`src/sv/whp_pkg.sv`:
```
// Shared types and constants for the RIFF/WAVE header parser.
// No dependencies; used by every module of the block.
package whp_pkg;

  // Stream position counter width (16 to 32)
  localparam int POS_W = 32;

  localparam int FIELD16_W = 16;
  localparam int FIELD32_W = 32;
  localparam int CFG_W     = 32;
  localparam int CFG_ADDR_W = 8;

  // Chunk tags, first byte in the high bits
  localparam logic [31:0] TAG_RIFF = 32'h5249_4646;
  localparam logic [31:0] TAG_WAVE = 32'h5741_5645;
  localparam logic [31:0] TAG_FMT  = 32'h666D_7420;
  localparam logic [31:0] TAG_DATA = 32'h6461_7461;

  // Configuration register indexes
  typedef enum logic [CFG_ADDR_W-1:0] {
    CFG_EXPECT_FORMAT   = 8'd0,
    CFG_EXPECT_CHANNELS = 8'd1,
    CFG_EXPECT_RATE     = 8'd2,
    CFG_EXPECT_BITS     = 8'd3
  } cfg_idx_t;

  localparam logic [15:0] RST_EXPECT_FORMAT   = 16'd1;
  localparam logic [15:0] RST_EXPECT_CHANNELS = 16'd2;
  localparam logic [31:0] RST_EXPECT_RATE     = 32'd44100;
  localparam logic [15:0] RST_EXPECT_BITS     = 16'd16;

  // Parse phases, one-hot
  typedef enum logic [7:0] {
    PH_RIFF  = 8'b0000_0001,
    PH_RSIZE = 8'b0000_0010,
    PH_WAVE  = 8'b0000_0100,
    PH_ID    = 8'b0000_1000,
    PH_SIZE  = 8'b0001_0000,
    PH_FMT   = 8'b0010_0000,
    PH_SKIP  = 8'b0100_0000,
    PH_DONE  = 8'b1000_0000
  } phase_t;

  // Known-good expectations
  typedef struct packed {
    logic [15:0] format;
    logic [15:0] channels;
    logic [31:0] rate;
    logic [15:0] bits;
  } expect_t;

  // Result item; packed so riff_ok lands in bit 0
  typedef struct packed {
    logic [2:0]  pad;
    logic        known_good;
    logic [31:0] data_size;
    logic [31:0] data_offset;
    logic [15:0] sample_bits;
    logic [31:0] sample_rate;
    logic [15:0] channel_count;
    logic [15:0] audio_format;
    logic        data_found;
    logic        fmt_found;
    logic        wave_ok;
    logic        riff_ok;
  } result_t;

  localparam int RES_W = $bits(result_t);

endpackage

```
`src/sv/whp_parser.sv`:
```
// Byte-wise RIFF/WAVE chunk walker: phase, counters, shift registers and
// captured fields. Depends on whp_pkg.
module whp_parser (
  input  logic              clk,
  input  logic              rst_n,
  input  logic              acc,        // item accepted this cycle
  input  logic [7:0]        data_byte,
  input  logic              stream_end,
  input  whp_pkg::expect_t  expect_cfg,
  output logic              res_valid,
  output whp_pkg::result_t  res
);
  import whp_pkg::*;

  phase_t       phase_r, phase_nxt;
  logic [POS_W-1:0] pos_r, pos_nxt;
  logic [4:0]   cnt_r, cnt_nxt;
  logic [31:0]  tag_r, tag_nxt;
  logic [31:0]  size_r, size_nxt;
  logic [32:0]  skip_r, skip_nxt;
  logic         is_fmt_r, is_fmt_nxt;
  logic [15:0]  fmt_r, fmt_nxt;
  logic [15:0]  ch_r, ch_nxt;
  logic [31:0]  rate_r, rate_nxt;
  logic [15:0]  bits_r, bits_nxt;
  logic [3:0]   flags_r, flags_nxt;
  logic [31:0]  off_r, off_nxt;
  logic [31:0]  dsize_r, dsize_nxt;
  logic         given_r, given_nxt;

  logic [4:0]   cnt_inc;
  logic [31:0]  tag_shl, tag_shr, size_sh;
  logic [32:0]  skip_new, skip_dec;
  logic         hdr_done;
  logic         end_data, end_fmt;
  logic [3:0]   e_flags;
  logic [15:0]  e_fmt, e_ch, e_bits;
  logic [31:0]  e_rate, e_off, e_size;

  assign cnt_inc  = cnt_r + 5'd1;
  assign tag_shl  = {tag_r[23:0], data_byte};
  assign tag_shr  = {data_byte, tag_r[31:8]};
  assign size_sh  = {data_byte, size_r[31:8]};
  assign skip_new = {1'b0, size_sh} + {32'd0, size_sh[0]};
  assign skip_dec = skip_r - 33'd1;

  // Data chunk header just completed
  assign hdr_done = acc && !stream_end && (phase_r == PH_SIZE) &&
                    (cnt_r == 5'd3) && (tag_r == TAG_DATA);

  // Stream end inside a chunk size still records the chunk id
  assign end_data = (phase_r == PH_SIZE) && (tag_r == TAG_DATA);
  assign end_fmt  = (phase_r == PH_SIZE) && (tag_r == TAG_FMT);

  // Next state of the walker
  always_comb begin
    phase_nxt  = phase_r;
    pos_nxt    = pos_r;
    cnt_nxt    = cnt_r;
    tag_nxt    = tag_r;
    size_nxt   = size_r;
    skip_nxt   = skip_r;
    is_fmt_nxt = is_fmt_r;
    fmt_nxt    = fmt_r;
    ch_nxt     = ch_r;
    rate_nxt   = rate_r;
    bits_nxt   = bits_r;
    flags_nxt  = flags_r;
    off_nxt    = off_r;
    dsize_nxt  = dsize_r;
    given_nxt  = given_r;
    if (acc && stream_end) begin
      phase_nxt  = PH_RIFF;
      pos_nxt    = '0;
      cnt_nxt    = '0;
      tag_nxt    = '0;
      size_nxt   = '0;
      skip_nxt   = '0;
      is_fmt_nxt = 1'b0;
      fmt_nxt    = '0;
      ch_nxt     = '0;
      rate_nxt   = '0;
      bits_nxt   = '0;
      flags_nxt  = '0;
      off_nxt    = '0;
      dsize_nxt  = '0;
      given_nxt  = 1'b0;
    end else if (acc && (phase_r != PH_DONE)) begin
      pos_nxt = pos_r + POS_W'(1);
      case (phase_r)
        PH_RIFF, PH_WAVE, PH_ID: begin
          tag_nxt = tag_shl;
          cnt_nxt = cnt_inc;
          if (cnt_r == 5'd3) begin
            cnt_nxt = '0;
            if (phase_r == PH_RIFF) begin
              if (tag_shl == TAG_RIFF) flags_nxt[0] = 1'b1;
              phase_nxt = PH_RSIZE;
            end else if (phase_r == PH_WAVE) begin
              if (tag_shl == TAG_WAVE) flags_nxt[1] = 1'b1;
              tag_nxt   = '0;
              phase_nxt = PH_ID;
            end else begin
              is_fmt_nxt = (tag_shl == TAG_FMT);
              size_nxt   = '0;
              phase_nxt  = PH_SIZE;
            end
          end
        end
        PH_RSIZE: begin
          cnt_nxt = cnt_inc;
          if (cnt_r == 5'd3) begin
            cnt_nxt   = '0;
            tag_nxt   = '0;
            phase_nxt = PH_WAVE;
          end
        end
        PH_SIZE: begin
          size_nxt = size_sh;
          cnt_nxt  = cnt_inc;
          if (cnt_r == 5'd3) begin
            cnt_nxt = '0;
            if (tag_r == TAG_DATA) begin
              flags_nxt[3] = 1'b1;
              off_nxt      = 32'(pos_nxt);
              dsize_nxt    = size_sh;
              given_nxt    = 1'b1;
              phase_nxt    = PH_DONE;
            end else begin
              skip_nxt = skip_new;
              tag_nxt  = '0;
              if (is_fmt_r) begin
                flags_nxt[2] = 1'b1;
                fmt_nxt  = '0;
                ch_nxt   = '0;
                rate_nxt = '0;
                bits_nxt = '0;
              end
              if (is_fmt_r && (size_sh != 32'd0)) begin
                phase_nxt = PH_FMT;
              end else begin
                phase_nxt = (skip_new == 33'd0) ? PH_ID : PH_SKIP;
              end
            end
          end
        end
        PH_FMT: begin
          tag_nxt  = tag_shr;
          cnt_nxt  = cnt_inc;
          skip_nxt = skip_dec;
          case (cnt_inc)
            5'd2:    fmt_nxt  = tag_shr[31:16];
            5'd4:    ch_nxt   = tag_shr[31:16];
            5'd8:    rate_nxt = tag_shr;
            5'd16:   bits_nxt = tag_shr[31:16];
            default: ;
          endcase
          if ((cnt_inc >= 5'd16) || (32'(cnt_inc) == size_r)) begin
            cnt_nxt   = '0;
            tag_nxt   = '0;
            phase_nxt = (skip_dec == 33'd0) ? PH_ID : PH_SKIP;
          end
        end
        PH_SKIP: begin
          if (skip_r != 33'd0) skip_nxt = skip_dec;
          if ((skip_r == 33'd0) || (skip_dec == 33'd0)) begin
            cnt_nxt   = '0;
            tag_nxt   = '0;
            phase_nxt = PH_ID;
          end
        end
        default: ;
      endcase
    end
  end

  // Walker registers
  always_ff @(posedge clk) begin
    if (!rst_n) begin
      phase_r  <= PH_RIFF;
      pos_r    <= '0;
      cnt_r    <= '0;
      tag_r    <= '0;
      size_r   <= '0;
      skip_r   <= '0;
      is_fmt_r <= 1'b0;
      fmt_r    <= '0;
      ch_r     <= '0;
      rate_r   <= '0;
      bits_r   <= '0;
      flags_r  <= '0;
      off_r    <= '0;
      dsize_r  <= '0;
      given_r  <= 1'b0;
    end else begin
      phase_r  <= phase_nxt;
      pos_r    <= pos_nxt;
      cnt_r    <= cnt_nxt;
      tag_r    <= tag_nxt;
      size_r   <= size_nxt;
      skip_r   <= skip_nxt;
      is_fmt_r <= is_fmt_nxt;
      fmt_r    <= fmt_nxt;
      ch_r     <= ch_nxt;
      rate_r   <= rate_nxt;
      bits_r   <= bits_nxt;
      flags_r  <= flags_nxt;
      off_r    <= off_nxt;
      dsize_r  <= dsize_nxt;
      given_r  <= given_nxt;
    end
  end

  // Result values seen at the emitting item
  always_comb begin
    e_flags = flags_r;
    e_fmt   = fmt_r;
    e_ch    = ch_r;
    e_rate  = rate_r;
    e_bits  = bits_r;
    e_off   = off_r;
    e_size  = dsize_r;
    if (hdr_done) begin
      e_flags[3] = 1'b1;
      e_off      = 32'(pos_nxt);
      e_size     = size_sh;
    end else if (end_data) begin
      e_flags[3] = 1'b1;
      e_off      = 32'(pos_r);
      e_size     = '0;
    end else if (end_fmt) begin
      e_flags[2] = 1'b1;
      e_fmt      = '0;
      e_ch       = '0;
      e_rate     = '0;
      e_bits     = '0;
    end
  end

  assign res_valid = hdr_done || (acc && stream_end && !given_r);

  always_comb begin
    res               = '0;
    res.riff_ok       = e_flags[0];
    res.wave_ok       = e_flags[1];
    res.fmt_found     = e_flags[2];
    res.data_found    = e_flags[3];
    res.audio_format  = e_fmt;
    res.channel_count = e_ch;
    res.sample_rate   = e_rate;
    res.sample_bits   = e_bits;
    res.data_offset   = e_off;
    res.data_size     = e_size;
    res.known_good    = (e_flags == 4'hF) && (e_fmt == expect_cfg.format) &&
                        (e_ch == expect_cfg.channels) &&
                        (e_rate == expect_cfg.rate) && (e_bits == expect_cfg.bits);
  end

`ifndef SYNTH
  // Stream end always returns the walker to the start of a file
  a_end_clears: assert property (@(posedge clk) disable iff (!rst_n)
    acc && stream_end |=> (phase_r == PH_RIFF) && (pos_r == '0) && !given_r)
    else $error("parser not cleared after stream end");

  // Done phase and the result-given mark travel together
  a_done_given: assert property (@(posedge clk) disable iff (!rst_n)
    (phase_r == PH_DONE) == given_r)
    else $error("done phase and result mark disagree");

  // A header completion sets the mark so no second result follows
  a_hdr_marks: assert property (@(posedge clk) disable iff (!rst_n)
    hdr_done |=> given_r && flags_r[3])
    else $error("data header did not mark result given");
`endif

endmodule

```
`src/sv/whp_out_buf.sv`:
```
// Two-entry result buffer (output register plus skid stage) for the parser.
// Depends on whp_pkg.
module whp_out_buf (
  input  logic             clk,
  input  logic             rst_n,
  input  logic             push,
  input  whp_pkg::result_t push_data,
  output logic             can_accept,
  output logic             out_valid,
  input  logic             out_ready,
  output whp_pkg::result_t out_data
);
  import whp_pkg::*;

  logic    out_v_r, out_v_nxt;
  logic    sk_v_r, sk_v_nxt;
  result_t out_d_r, out_d_nxt;
  result_t sk_d_r, sk_d_nxt;
  logic    pop;

  assign pop        = out_v_r && out_ready;
  assign can_accept = !sk_v_r;
  assign out_valid  = out_v_r;
  assign out_data   = out_d_r;

  // Fill the output register first, park in the skid stage when it is stalled
  always_comb begin
    out_v_nxt = out_v_r;
    sk_v_nxt  = sk_v_r;
    out_d_nxt = out_d_r;
    sk_d_nxt  = sk_d_r;
    if (sk_v_r) begin
      if (pop) begin
        out_d_nxt = sk_d_r;
        sk_v_nxt  = 1'b0;
      end
    end else if (push) begin
      if (!out_v_r || pop) begin
        out_d_nxt = push_data;
        out_v_nxt = 1'b1;
      end else begin
        sk_d_nxt = push_data;
        sk_v_nxt = 1'b1;
      end
    end else if (pop) begin
      out_v_nxt = 1'b0;
    end
  end

  always_ff @(posedge clk) begin
    if (!rst_n) begin
      out_v_r <= 1'b0;
      sk_v_r  <= 1'b0;
    end else begin
      out_v_r <= out_v_nxt;
      sk_v_r  <= sk_v_nxt;
    end
  end

  always_ff @(posedge clk) begin
    out_d_r <= out_d_nxt;
    sk_d_r  <= sk_d_nxt;
  end

`ifndef SYNTH
  // Skid stage only holds an item behind a full output register
  a_skid_order: assert property (@(posedge clk) disable iff (!rst_n)
    sk_v_r |-> out_v_r)
    else $error("skid stage valid with empty output register");

  // No push arrives while both entries are taken
  a_no_overflow: assert property (@(posedge clk) disable iff (!rst_n)
    push |-> !sk_v_r)
    else $error("result pushed into full buffer");

  // A stalled output with a pushed item lands that item in the skid stage
  a_skid_fill: assert property (@(posedge clk) disable iff (!rst_n)
    push && out_v_r && !out_ready |=> sk_v_r && (sk_d_r == $past(push_data)))
    else $error("stalled result not parked");
`endif

endmodule

```
`src/sv/wav_header_parser.sv`:
```
// Top level of the RIFF/WAVE header parser: configuration registers,
// chunk walker and result buffer. Depends on whp_pkg, whp_parser, whp_out_buf.
//
// Feed the file one byte per item on in_tdata; raise in_tlast on an extra
// item to mark the end of the stream (its byte is ignored and the parser
// returns to its start state). A new byte can be accepted every cycle while
// the result buffer has room: the walker's phase, counters and shift registers
// update in the cycle the byte is accepted. At most one result is produced
// per file, when the data chunk header completes or at stream end; it is
// held in a two-entry output buffer, so input stalls only when two results
// wait on a stalled output. Write the cfg_ registers only while no file is
// being parsed and no result is pending.
module wav_header_parser (
  input  logic                          clk,
  input  logic                          rst_n,
  // Input stream
  input  logic                          in_tvalid,
  output logic                          in_tready,
  input  logic [7:0]                    in_tdata,  // [7:0] data_byte
  input  logic                          in_tlast,  // stream_end
  // Result stream
  output logic                          out_tvalid,
  input  logic                          out_tready,
  // [0] riff_ok, [1] wave_ok, [2] fmt_found, [3] data_found,
  // [19:4] audio_format, [35:20] channel_count, [67:36] sample_rate,
  // [83:68] sample_bits, [115:84] data_offset, [147:116] data_size,
  // [148] known_good, [151:149] zero
  output logic [whp_pkg::RES_W-1:0]     out_tdata,
  // Configuration writes
  input  logic                          cfg_wen,
  input  logic [whp_pkg::CFG_ADDR_W-1:0] cfg_addr,
  input  logic [whp_pkg::CFG_W-1:0]     cfg_wdata
);
  import whp_pkg::*;

  expect_t exp_r;
  logic    acc;
  logic    buf_ready;
  logic    res_valid;
  result_t res;
  result_t out_res;

  // Expectation registers
  always_ff @(posedge clk) begin
    if (!rst_n) begin
      exp_r.format   <= RST_EXPECT_FORMAT;
      exp_r.channels <= RST_EXPECT_CHANNELS;
      exp_r.rate     <= RST_EXPECT_RATE;
      exp_r.bits     <= RST_EXPECT_BITS;
    end else if (cfg_wen) begin
      case (cfg_addr)
        CFG_EXPECT_FORMAT:   exp_r.format   <= cfg_wdata[15:0];
        CFG_EXPECT_CHANNELS: exp_r.channels <= cfg_wdata[15:0];
        CFG_EXPECT_RATE:     exp_r.rate     <= cfg_wdata;
        CFG_EXPECT_BITS:     exp_r.bits     <= cfg_wdata[15:0];
        default: ;
      endcase
    end
  end

  assign in_tready = buf_ready;
  assign acc       = in_tvalid && buf_ready;

  whp_parser u_parser (
    .clk        (clk),
    .rst_n      (rst_n),
    .acc        (acc),
    .data_byte  (in_tdata),
    .stream_end (in_tlast),
    .expect_cfg (exp_r),
    .res_valid  (res_valid),
    .res        (res)
  );

  whp_out_buf u_out_buf (
    .clk        (clk),
    .rst_n      (rst_n),
    .push       (res_valid),
    .push_data  (res),
    .can_accept (buf_ready),
    .out_valid  (out_tvalid),
    .out_ready  (out_tready),
    .out_data   (out_res)
  );

  assign out_tdata = out_res;

endmodule
```
`config.mk`:
```
export PLATFORM = sky130hd
export DESIGN_NAME = wav_header_parser
export DESIGN_NICKNAME = d
export VERILOG_FILES = /design/src/sv/whp_pkg.sv /design/src/sv/whp_parser.sv /design/src/sv/whp_out_buf.sv /design/src/sv/wav_header_parser.sv
export SDC_FILE = /design/constraint.sdc
export NUM_CORES = 1
export LEC_CHECK = 0
export BUFFER_PORTS_ARGS = -buffer_cell sky130_fd_sc_hd__buf_4
export CAP_MARGIN = 10
export CORE_MARGIN = 1.5
export CORE_UTILIZATION = 40
export DETAILED_ROUTE_END_ITERATION = 10
export PLACE_DENSITY = 0.59
export SYNTH_ARGS = -nofsm -noshare
export SYNTH_HDL_FRONTEND = slang
export SYNTH_HIERARCHICAL = 1
export SYNTH_SLANG_ARGS = --single-unit
```
`constraint.sdc`:
```
create_clock -name clk -period 29.9 [get_ports clk]
set_input_delay 4.485 -clock clk [delete_from_list [all_inputs] [get_ports clk]]
set_output_delay 4.485 -clock clk [all_outputs]
set_load 0.02 [all_outputs]
```
# Word-level counts from Yosys, hierarchy flattened
# Cells that the tools add are included.
[classes]
bitwise = 6
addsub = 4
reduce_logical = 62
multipliers = 0
n_div = 0
mux = 81
magnitude_cmp = 1
shift = 0
n_eq_ne = 43
[ops]
columns = ["operator", "n"]
rows = [
  ["two-way mux 32 bit", 24],
  ["two-way mux 152 bit", 4],
  ["two-way mux 16 bit", 15],
  ["equality test 32 x 31 -> 1 bit (second input constant)", 5],
  ["case mux 32 bit (5 select lines)", 1],
  ["case mux 32 bit (2 select lines)", 2],
  ["zero test 33 bit", 3],
  ["two-way mux 33 bit", 3],
  ["case mux 33 bit (3 select lines)", 1],
  ["case mux 16 bit (2 select lines)", 3],
  ["two-way mux 8 bit", 7],
  ["equality test 16 bit", 3],
  ["case mux 8 bit (5 select lines)", 1],
  ["AND reduction 6 bit", 6],
  ["adder 32 x 1 -> 33 bit", 1],
  ["nonzero test 33 bit", 1],
  ["subtractor 33 x 1 -> 33 bit (second input constant)", 1],
  ["adder 32 x 1 -> 32 bit (second input constant)", 1],
  ["equality test 32 bit", 1],
  ["equality test 5 x 32 -> 1 bit", 1],
  ["nonzero test 32 bit", 1],
  ["two-way mux 5 bit", 5],
  ["AND reduction 5 bit", 5],
  ["equality test 8 x 2 -> 1 bit (second input constant)", 3],
  ["34 further kinds", 99],
]
[word_totals]
out_inout_bits = 154
latch_bits = 0
rom_bits = 0
mem_count = 0
regBits = 674
ram_bits = 0
elab_cells = 243

# Logic depth before layout (Yosys ltp)
# Gate-level depths: netlist of run 1.
[depth]
depth_word = 15
mapped_depth = 14

# Cells and area by module
# The synthesis of run 1 kept the hierarchy.
[modules_own_cells]
columns = ["module", "seq_area_each_um2", "instances", "area_per_inst_um2", "cells_per_inst"]
rows = [
  ["whp_parser", 5825.6, 1, 17694.5, 2451],
  ["whp_out_buf", 9168.8, 1, 11121.9, 487],
  ["wav_header_parser", 1601.5, 1, 3136.8, 309],
]

# Worst setup path after synthesis of run 1
# OpenSTA, ideal clock, no wires.
[synth_path]
path_kind = "input to register"
start = "input port in_tvalid"
end = "register u_out_buf.out_d_r (netlist bit u_out_buf/out_data[0]) (enable)"
t_arrival_ns = 12.868
t_required_ns = 29.185
setup_slack_ns = 16.318
setup_time_ns = 0.715
cell_stages = 7
path_cell_list = "and2_1 > clkbuf_1 > nand3b_1 > clkbuf_1 > o22ai_1 > mux2i_1 > a21oi_1"
[synth_via]
elab_chain_len = 8
[synth_lines]
columns = ["item", "line_no", "rtl"]
rows = [
  ["start: declaration", "wav_header_parser.sv:17", "input logic in_tvalid,"],
  ["logical AND 1 bit (*)", "wav_header_parser.sv:62", "assign acc = in_tvalid && buf_ready;"],
  ["logical AND 1 bit (3 in series)", "whp_parser.sv:48", "assign hdr_done = acc && !stream_end && (phase_r == PH_SIZE) &&"],
  ["logical AND 1 bit", "whp_parser.sv:49", "(cnt_r == 5'd3) && (tag_r == TAG_DATA);"],
  ["logical OR 1 bit (*)", "whp_parser.sv:240", "assign res_valid = hdr_done || (acc && stream_end && !given_r);"],
  ["net res_valid", "wav_header_parser.sv:39", "logic res_valid;"],
  ["nonzero test 2 bit (no source line) (*)", "-", ""],
  ["AND reduction 3 bit (no source line) (*)", "-", ""],
  ["end signal: assignment", "whp_out_buf.sv:61", "out_d_r <= out_d_nxt;"],
  ["end: declaration", "whp_out_buf.sv:17", "result_t out_d_r, out_d_nxt;"],
]
# Mark *: on every way through the listed nets, which the timed path passes. The rest lies on a longest branch.
# A chain may end at the register's enable or synchronous reset.

==> results of run 1 <==
## cells in the final DEF, fill, tap and decap left out, drive strengths merged, types with 104 or more instances in the layout
master / synthesis / final
mux2: 153 / 153
a21oi: 164 / 164
edfxtp: 304 / 304
nand3: 107 / 107
buf: 57 / 240
nor2: 311 / 311
o21ai: 137 / 137
xnor2: 104 / 104
dfxtp: 373 / 373
nand2: 475 / 475
mux2i: 137 / 137
## state kept, by name, summed over array words and instances, names as in the netlist
name / cells
u_parser/rate_r: 32
u_parser/flags_r: 4
u_out_buf/out_data: 152
u_parser/skip_r: 33
u_out_buf/out_valid: 1
exp_r: 80
u_parser/ch_r: 16
u_parser/fmt_r: 16
u_parser/phase_r: 8
u_parser/is_fmt_r: 1
u_parser/size_r: 32
u_parser/cnt_r: 5
u_parser/pos_r: 32
u_parser/off_r: 32
u_parser/bits_r: 16
u_parser/dsize_r: 32
u_out_buf/sk_d_r: 152
u_out_buf/sk_v_r: 1
u_parser/tag_r: 32
## worst max-delay path by stage
stage                                       end  cells after the start  startpoint
after detailed placement   u_out_buf/sk_d_r[15]                      6   in_tvalid
after floorplan           u_out_buf/out_data[0]                      7   in_tvalid
final                     u_out_buf/sk_d_r[151]                      6   in_tvalid
after CTS                  u_out_buf/sk_d_r[86]                      6   in_tvalid
after global routing       u_out_buf/sk_d_r[91]                      6   in_tvalid
after global placement     u_out_buf/sk_d_r[15]                      6   in_tvalid
## through the flow
step	worst slack, ps	hold slack [ps]	utilization [%]	power [W]
after CTS	22810	450	46.3	0.00203
after global placement	22230	438	43.2	0.00109
after floorplan	16320	426	-	0.00106
after detailed placement	22160	443	43.2	0.00109
after global routing	22620	460	46.3	0.00208
final	22810	449	46.3	0.00201
## logic make-up (layout without fill, tap and decap cells)
group | Yosys count | in the layout
fa+ha+maj | 8 | 8
compound gates | 554 | 554
simple gates | 1250 | 1250
buf+inv | 312 | 448
other cells | 1 | 3
flops | 677 | 677
mux | 290 | 290
xor+xnor | 155 | 155
## power groups by stage
stage                     sequential [W]  combinational (W)  clock, W
after floorplan                  0.00102          0.0000388         0
after global placement           0.00101          0.0000832         0
after detailed placement         0.00101          0.0000835         0
after CTS                       0.000987          0.0000838  0.000963
after global routing            0.000988          0.0000887   0.00100
final                           0.000987          0.0000826  0.000941
## layout make-up
| cell class | instances | area share [%] |
|---|---|---|
| multi-input cells | 2260 | 38.5 |
| clock inverters | 31 | 1.16 |
| repair buffers | 240 | 4.99 |
| inverters | 74 | 0.759 |
| clock buffers | 103 | 5.70 |
| flip-flops and latches | 677 | 45.3 |
| well taps | 1050 | 3.59 |
## worst max-delay path, cell delays in order
cell and delay (ps):
buf_4 70, and2_1 340, nand3b_1 440, o22ai_1 470
and4_4 550, buf_4 840
## synthesized netlist by cell type, types with 9 or more instances
cell      count
buf_6        18
a211oi_1     67
nand4_1      34
nor3_1       49
a22oi_1      45
nor4_1       26
nand2_1     475
a31oi_1      35
nor2_1      310
nor4b_1       9
nand2b_1     10
a21oi_1     162
o22ai_1      15
nor4bb_1     27
or3_1        28
a221oi_1     11
buf_2        23
mux2_2      153
nand3_1     107
inv_1        73
and2_1       81
o211ai_1     15
edfxtp_1    304
nor2b_1      27
or4_1         9
xnor2_1     104
xor2_1       51
clkbuf_1    180
o32ai_1      22
and3_1       14
o21ai_0     132
mux2i_1     137
dfxtp_1     373
## routing by layer
metal / vias to the layer above / part of all wire [%]
li1: 11700 / -
met2: 720 / 46
met4: 0 / 2.3
met1: 11800 / 46
met5: - / 0
met3: 126 / 5.7
==> run metrics, run 1 <==
Top FF cell, synth dfxtp_1; worst r2r src u_parser/phase_r[3]; clock sinks 677; Finished Cell Area 0.0366 mm2; # hold bufs at CTS 0; Cell Int Power 0.00156 W; post-synth top area cell edfxtp_1; clock skew 46.5 ps; largest net degree at the start of global routing 204; Root Driver clkbuf_16; Vias 24.3k; minimum clock period after layout 7090 ps; WL final 89,600 um; DIE AREA 0.0816 mm2; hold path depth 2; Netlist Area Pre-Place 0.0320 mm2; dpl cell area 0.0341 mm2; Comb pwr share 4.1%; global routing usage on met3 3.17%; Longest Clk Path Bufs 3; global-route wire length before repair 136,000 um; Vert. Die Dim 286 um; num ports 208; RSZ-0062 raised after global routing no; register area share after synthesis 51.9%; combinational family with the most area after synthesis simple AND/OR/NAND/NOR gates; pwr dens 54.9 mW/mm2; top-area cell type share of the netlist area 28.6%; Num CTS Buffers 73; initial antenna violation count 0; XOR/XNOR Fraction of Synth Area 4.25%; f_max 141 MHz; Mapped Cells 3,247; core area 0.0790 mm2; DR iter-0 viols 2,014; worst-margin pin slew 1070 ps; #FFs+latches synth 677; simple-gate share of the synthesized area 18.7%; gr usage total 21.3%; CP arrival 7290 ps; switching share of power 22.4%; Net Switching 0.000450 W; TritonCTS clock tree yes; Crit path required time 30,110 ps; Register Area 0.0166 mm2; CP Launch Type input port; Multi-input gate area 0.0141 mm2; residual DRC count 0; DIE WIDTH 286 um; Clock Latency Late Sink 640 ps; GR Util met2 33.7%; port bufs 207; number of detailed-route iterations in the first pass 5; post-CTS resize count 0; Inst Count DP 4,301; HP Class reg -> reg; postcts setup bufs 0; Post-synth EDFFs 304; final setup vio count 0; CP Max Fanout 77; Non-Filler Instances 4,435; worst setup path category in -> reg; cell row count 103; Seq pwr share 49.1%; Adder-Cell Fraction of Synth Area 0.313%; final hold vios 0; static leakage 13.3 nW; layout cells sized above 1 16.2%; Slew Limit Fails 0; maxcap violations 0; post-synthesis compound-gate area fraction 10.8%; largest cells by area after synthesis edfxtp_1, dfxtp_1, nand2_1, mux2_2, mux2i_1; GRT busiest layer met2; initial cell density of the core 40.4%; Clock H-tree levels 3; clock group share of total power 46.8%; GR Overflow Total 0; R2R Setup Slk 24,980 ps; Worst Hold Path EP u_parser/dsize_r[0]; post-DR wirelength/cell 20.2 um; ys async rst share 0%; routed vias/inst 5.49; global placement routability congestion 0.928; crit share post-route 23.7%; Peak VDD IR 0.0000353 V; nets@finish 3,388; Yosys Warn Count 6; area grow syn2layout 14.6%; hold path start u_parser/dsize_r[0]; final total negative setup slack 0 ps; Clock transition at path regs 60 ps; DP Wirelength 59,600 um; r2r worst-path depth 10; run status complete, no violations; vias in the first global route 22.5k; final-layout fill cell count 7,583; multiplexer share of the synthesized area 9.68%; grt met1 use 30.2%; diode count 0; remaining antenna violation count 0; distinct cell type count of the synthesized netlist 81; Worst R2R End u_out_buf/out_data[148]; Slew headroom 26.8%; CP endpoint kind register; synthesized area per cell 9.84 um2
Power figures use the tool's default switching activity.
==> inputs of run 2 (changes only) <==
- ABC_AREA: default -> 1
- clock period: 29.9 -> 7.1 ns (I/O delays scaled with it)
==> run 2 against run 1 <==
Compared with the run above:
- die area decreased by 0.27%
- via count increased by 11%
- critical path depth increased by 5
- largest cell class unchanged
- total power increased to 4.8 times the previous value
- worst hold slack improved by 15 ps
- critical endpoint is now u_parser/dsize_r[15]
- highest routed layer unchanged
- setup slack got worse by 20000 ps
- clock power increased to 4.0 times the previous value
==> run metrics, run 2 <==
Finished Cell Area 0.0364 mm2; worst-margin pin slew 1120 ps; critical-path cell list nor2_1, nand2_1, inv_1, nand4_2, inv_1, buf_4, nand3_1, nor2_4, buf_4, o21ai_0, a21oi_1; residual DRC count 0; CP Buf/Inv Count 4; final-layout fill cell count 7,882; Comb pwr share 15.4%; nets@finish 4,171; fin worst setup slack 3300 ps; CP endpoint kind register; postcts setup bufs 0; Slowest cell on crit path nor2_4; r2r worst-path depth 11; distinct cell type count of the synthesized netlist 53; Slew Limit Fails 0; largest net degree at the start of global routing 196; commonest cells after routing, fill and taps aside nand2_1, nor2_1, dfxtp_1; area grow syn2layout 14.3%; Cell Int Power 0.00683 W; Crit path largest cell delay 750 ps; Top FF cell, synth dfxtp_1; CP Max Fanout 87; global placement routability congestion 0.942; hold path start u_parser/size_r[6]; dpl cell area 0.0340 mm2; commonest non-fill, non-tap cell in the layout nand2_1; DIE AREA 0.0814 mm2; worst r2r src u_parser/phase_r[3]; Crit path required time 7650 ps; Vert. Die Dim 285 um; pwr dens 266 mW/mm2; number of detailed-route iterations in the first pass 6; remaining antenna violation count 0; layout cells sized above 1 9.93%; Seq pwr share 45.6%; vias in the first global route 24.9k; DR iter-0 viols 2,588; R2R Setup Slk 3300 ps; Crit. Startpoint u_parser/phase_r[3]; Clock H-tree levels 3; top-area cell type share of the netlist area 28.6%; final total negative setup slack 0 ps; TritonCTS clock tree yes; Slew headroom 25.0%; CP Launch Type register; final hold vios 0; most frequent cell after synthesis nand2_1; num ports 208; hold path depth 2; run status complete, no violations; Clock Latency Late Sink 630 ps; gr usage total 23.3%; Worst Hold Path EP u_parser/size_r[6]; CP arrival 4350 ps; GR Overflow Total 0; largest cells by area after synthesis edfxtp_1, dfxtp_1, nand2_1, a21oi_1, o21ai_0; Num CTS Buffers 74; cell row count 103; Worst R2R End u_parser/dsize_r[15]; switching share of power 29.5%; Net Switching 0.00285 W; initial cell density of the core 40.4%; Vias 27.1k; HP Class reg -> reg; total power 0.00968 W; synthesized area per cell 7.94 um2; Netlist Area Pre-Place 0.0319 mm2; minimum clock period after layout 3800 ps; maxcap violations 0; final setup vio count 0; static leakage 15.1 nW; clock skew 30.4 ps; Longest Clk Path Bufs 3; diode count 0; port bufs 207; routed vias/inst 5.19; DIE WIDTH 285 um; RSZ-0062 raised after global routing no; Top delay family on crit path simple AND/OR/NAND/NOR gates; Mapped Cells 4,012; f_max 263 MHz; Clock transition at path regs 60 ps; clock sinks 677; pre-CTS setup slack 3330 ps; Post-synth EDFFs 304; Root Driver clkbuf_16; register area share after synthesis 52.1%; post-CTS resize count 0; #FFs+latches synth 677; clock group share of total power 39.0%; DP Wirelength 66,200 um; post-DR wirelength/cell 18.6 um; core area 0.0789 mm2; global-route wire length before repair 148,000 um; ys async rst share 0%; Yosys Warn Count 6; initial antenna violation count 0; WL final 97,400 um; worst setup path category reg -> reg; crit share post-route 53.6%; Synth top cells by count nand2_1, nor2_1, dfxtp_1; # hold bufs at CTS 0; post-synth top area cell edfxtp_1; Peak VDD IR 0.000194 V
==> run 2: cell types whose count changed in the layout (fill, tap and decap cells not counted), sizes merged, moves of 45 or more <==
cell / delta
nand2: +645
and2: -80
xnor2: -96
nand3: +125
a21oi: +177
inv: +261
o21ai: +213
nor2: +113
mux2: -153
mux2i: -137
a22oi: -45
==> run 2: per-layer routing <==
| metal | global-route usage (%) | wire length [um] | vias up |
|---|---|---|---|
| met5 | 0 | 0 | - |
| li1 | - | - | 13500 |
| met3 | 4.38 | 7020 | 103 |
| met2 | 35.7 | 43500 | 875 |
| met4 | 6.14 | 1870 | 0 |
| met1 | 33.6 | 44900 | 12600 |
==> run 2: worst max path at each step <==
stage / cells past startpoint / to / slack [ps]
after detailed placement: 15 / u_out_buf/out_data[25] / 3330
after floorplan: 12 / u_out_buf/out_data[0] / 290
after CTS: 13 / u_parser/skip_r[24] / 3300
after global placement: 14 / u_parser/skip_r[29] / 3350
final: 11 / u_parser/dsize_r[15] / 3300
after global routing: 13 / u_parser/skip_r[14] / 2880
==> run 2: logic make-up after synthesis <==
logic type / after synthesis / synth area share, %
xor+xnor: 69 / 1.92
simple gates: 1898 / 24.9
other cells: 1 / 0.0118
compound gates: 803 / 13.4
flops: 677 / 52.1
fa+ha+maj: 8 / 0.314
buf+inv: 556 / 7.30
==> run 2: stage by stage <==
step | instances | hold slack [ps] | util, %
floorplan | 4014 | 436 | -
global placement | 5083 | 455 | 43.2
detailed placement | 5083 | 455 | 43.2
CTS | 5221 | 464 | 46.2
global route | 5221 | 487 | 46.2
finish | 5221 | 465 | 46.2
==> run 2: layout make-up <==
cell class                 count  area, um2  area share, %
tap                         1050       1310           3.61
timing repair buffer         237       1820           4.99
inverter                     338       1270           3.49
sequential                   677      16600           45.6
multi-input combinational   2781      13000           35.8
clock buffer                 102       2090           5.75
clock inverter                36        283          0.777
==> run 2: worst reg2reg max path: cells and delay by family, from the launching register on <==
kind | cells | cell delay [ps]
compound gates | 2 | 390
flops | 1 | 330
simple gates | 5 | 1640
buf+inv | 4 | 1390
==> run 2: power groups by stage <==
stage | Combinational, W | Sequential [W] | Clock (W)
after floorplan | 0.00103 | 0.00449 | 0
after global placement | 0.00148 | 0.00449 | 0
after detailed placement | 0.00148 | 0.00449 | 0
after CTS | 0.00148 | 0.00441 | 0.00386
after global routing | 0.00166 | 0.00444 | 0.00401
final | 0.00149 | 0.00441 | 0.00377
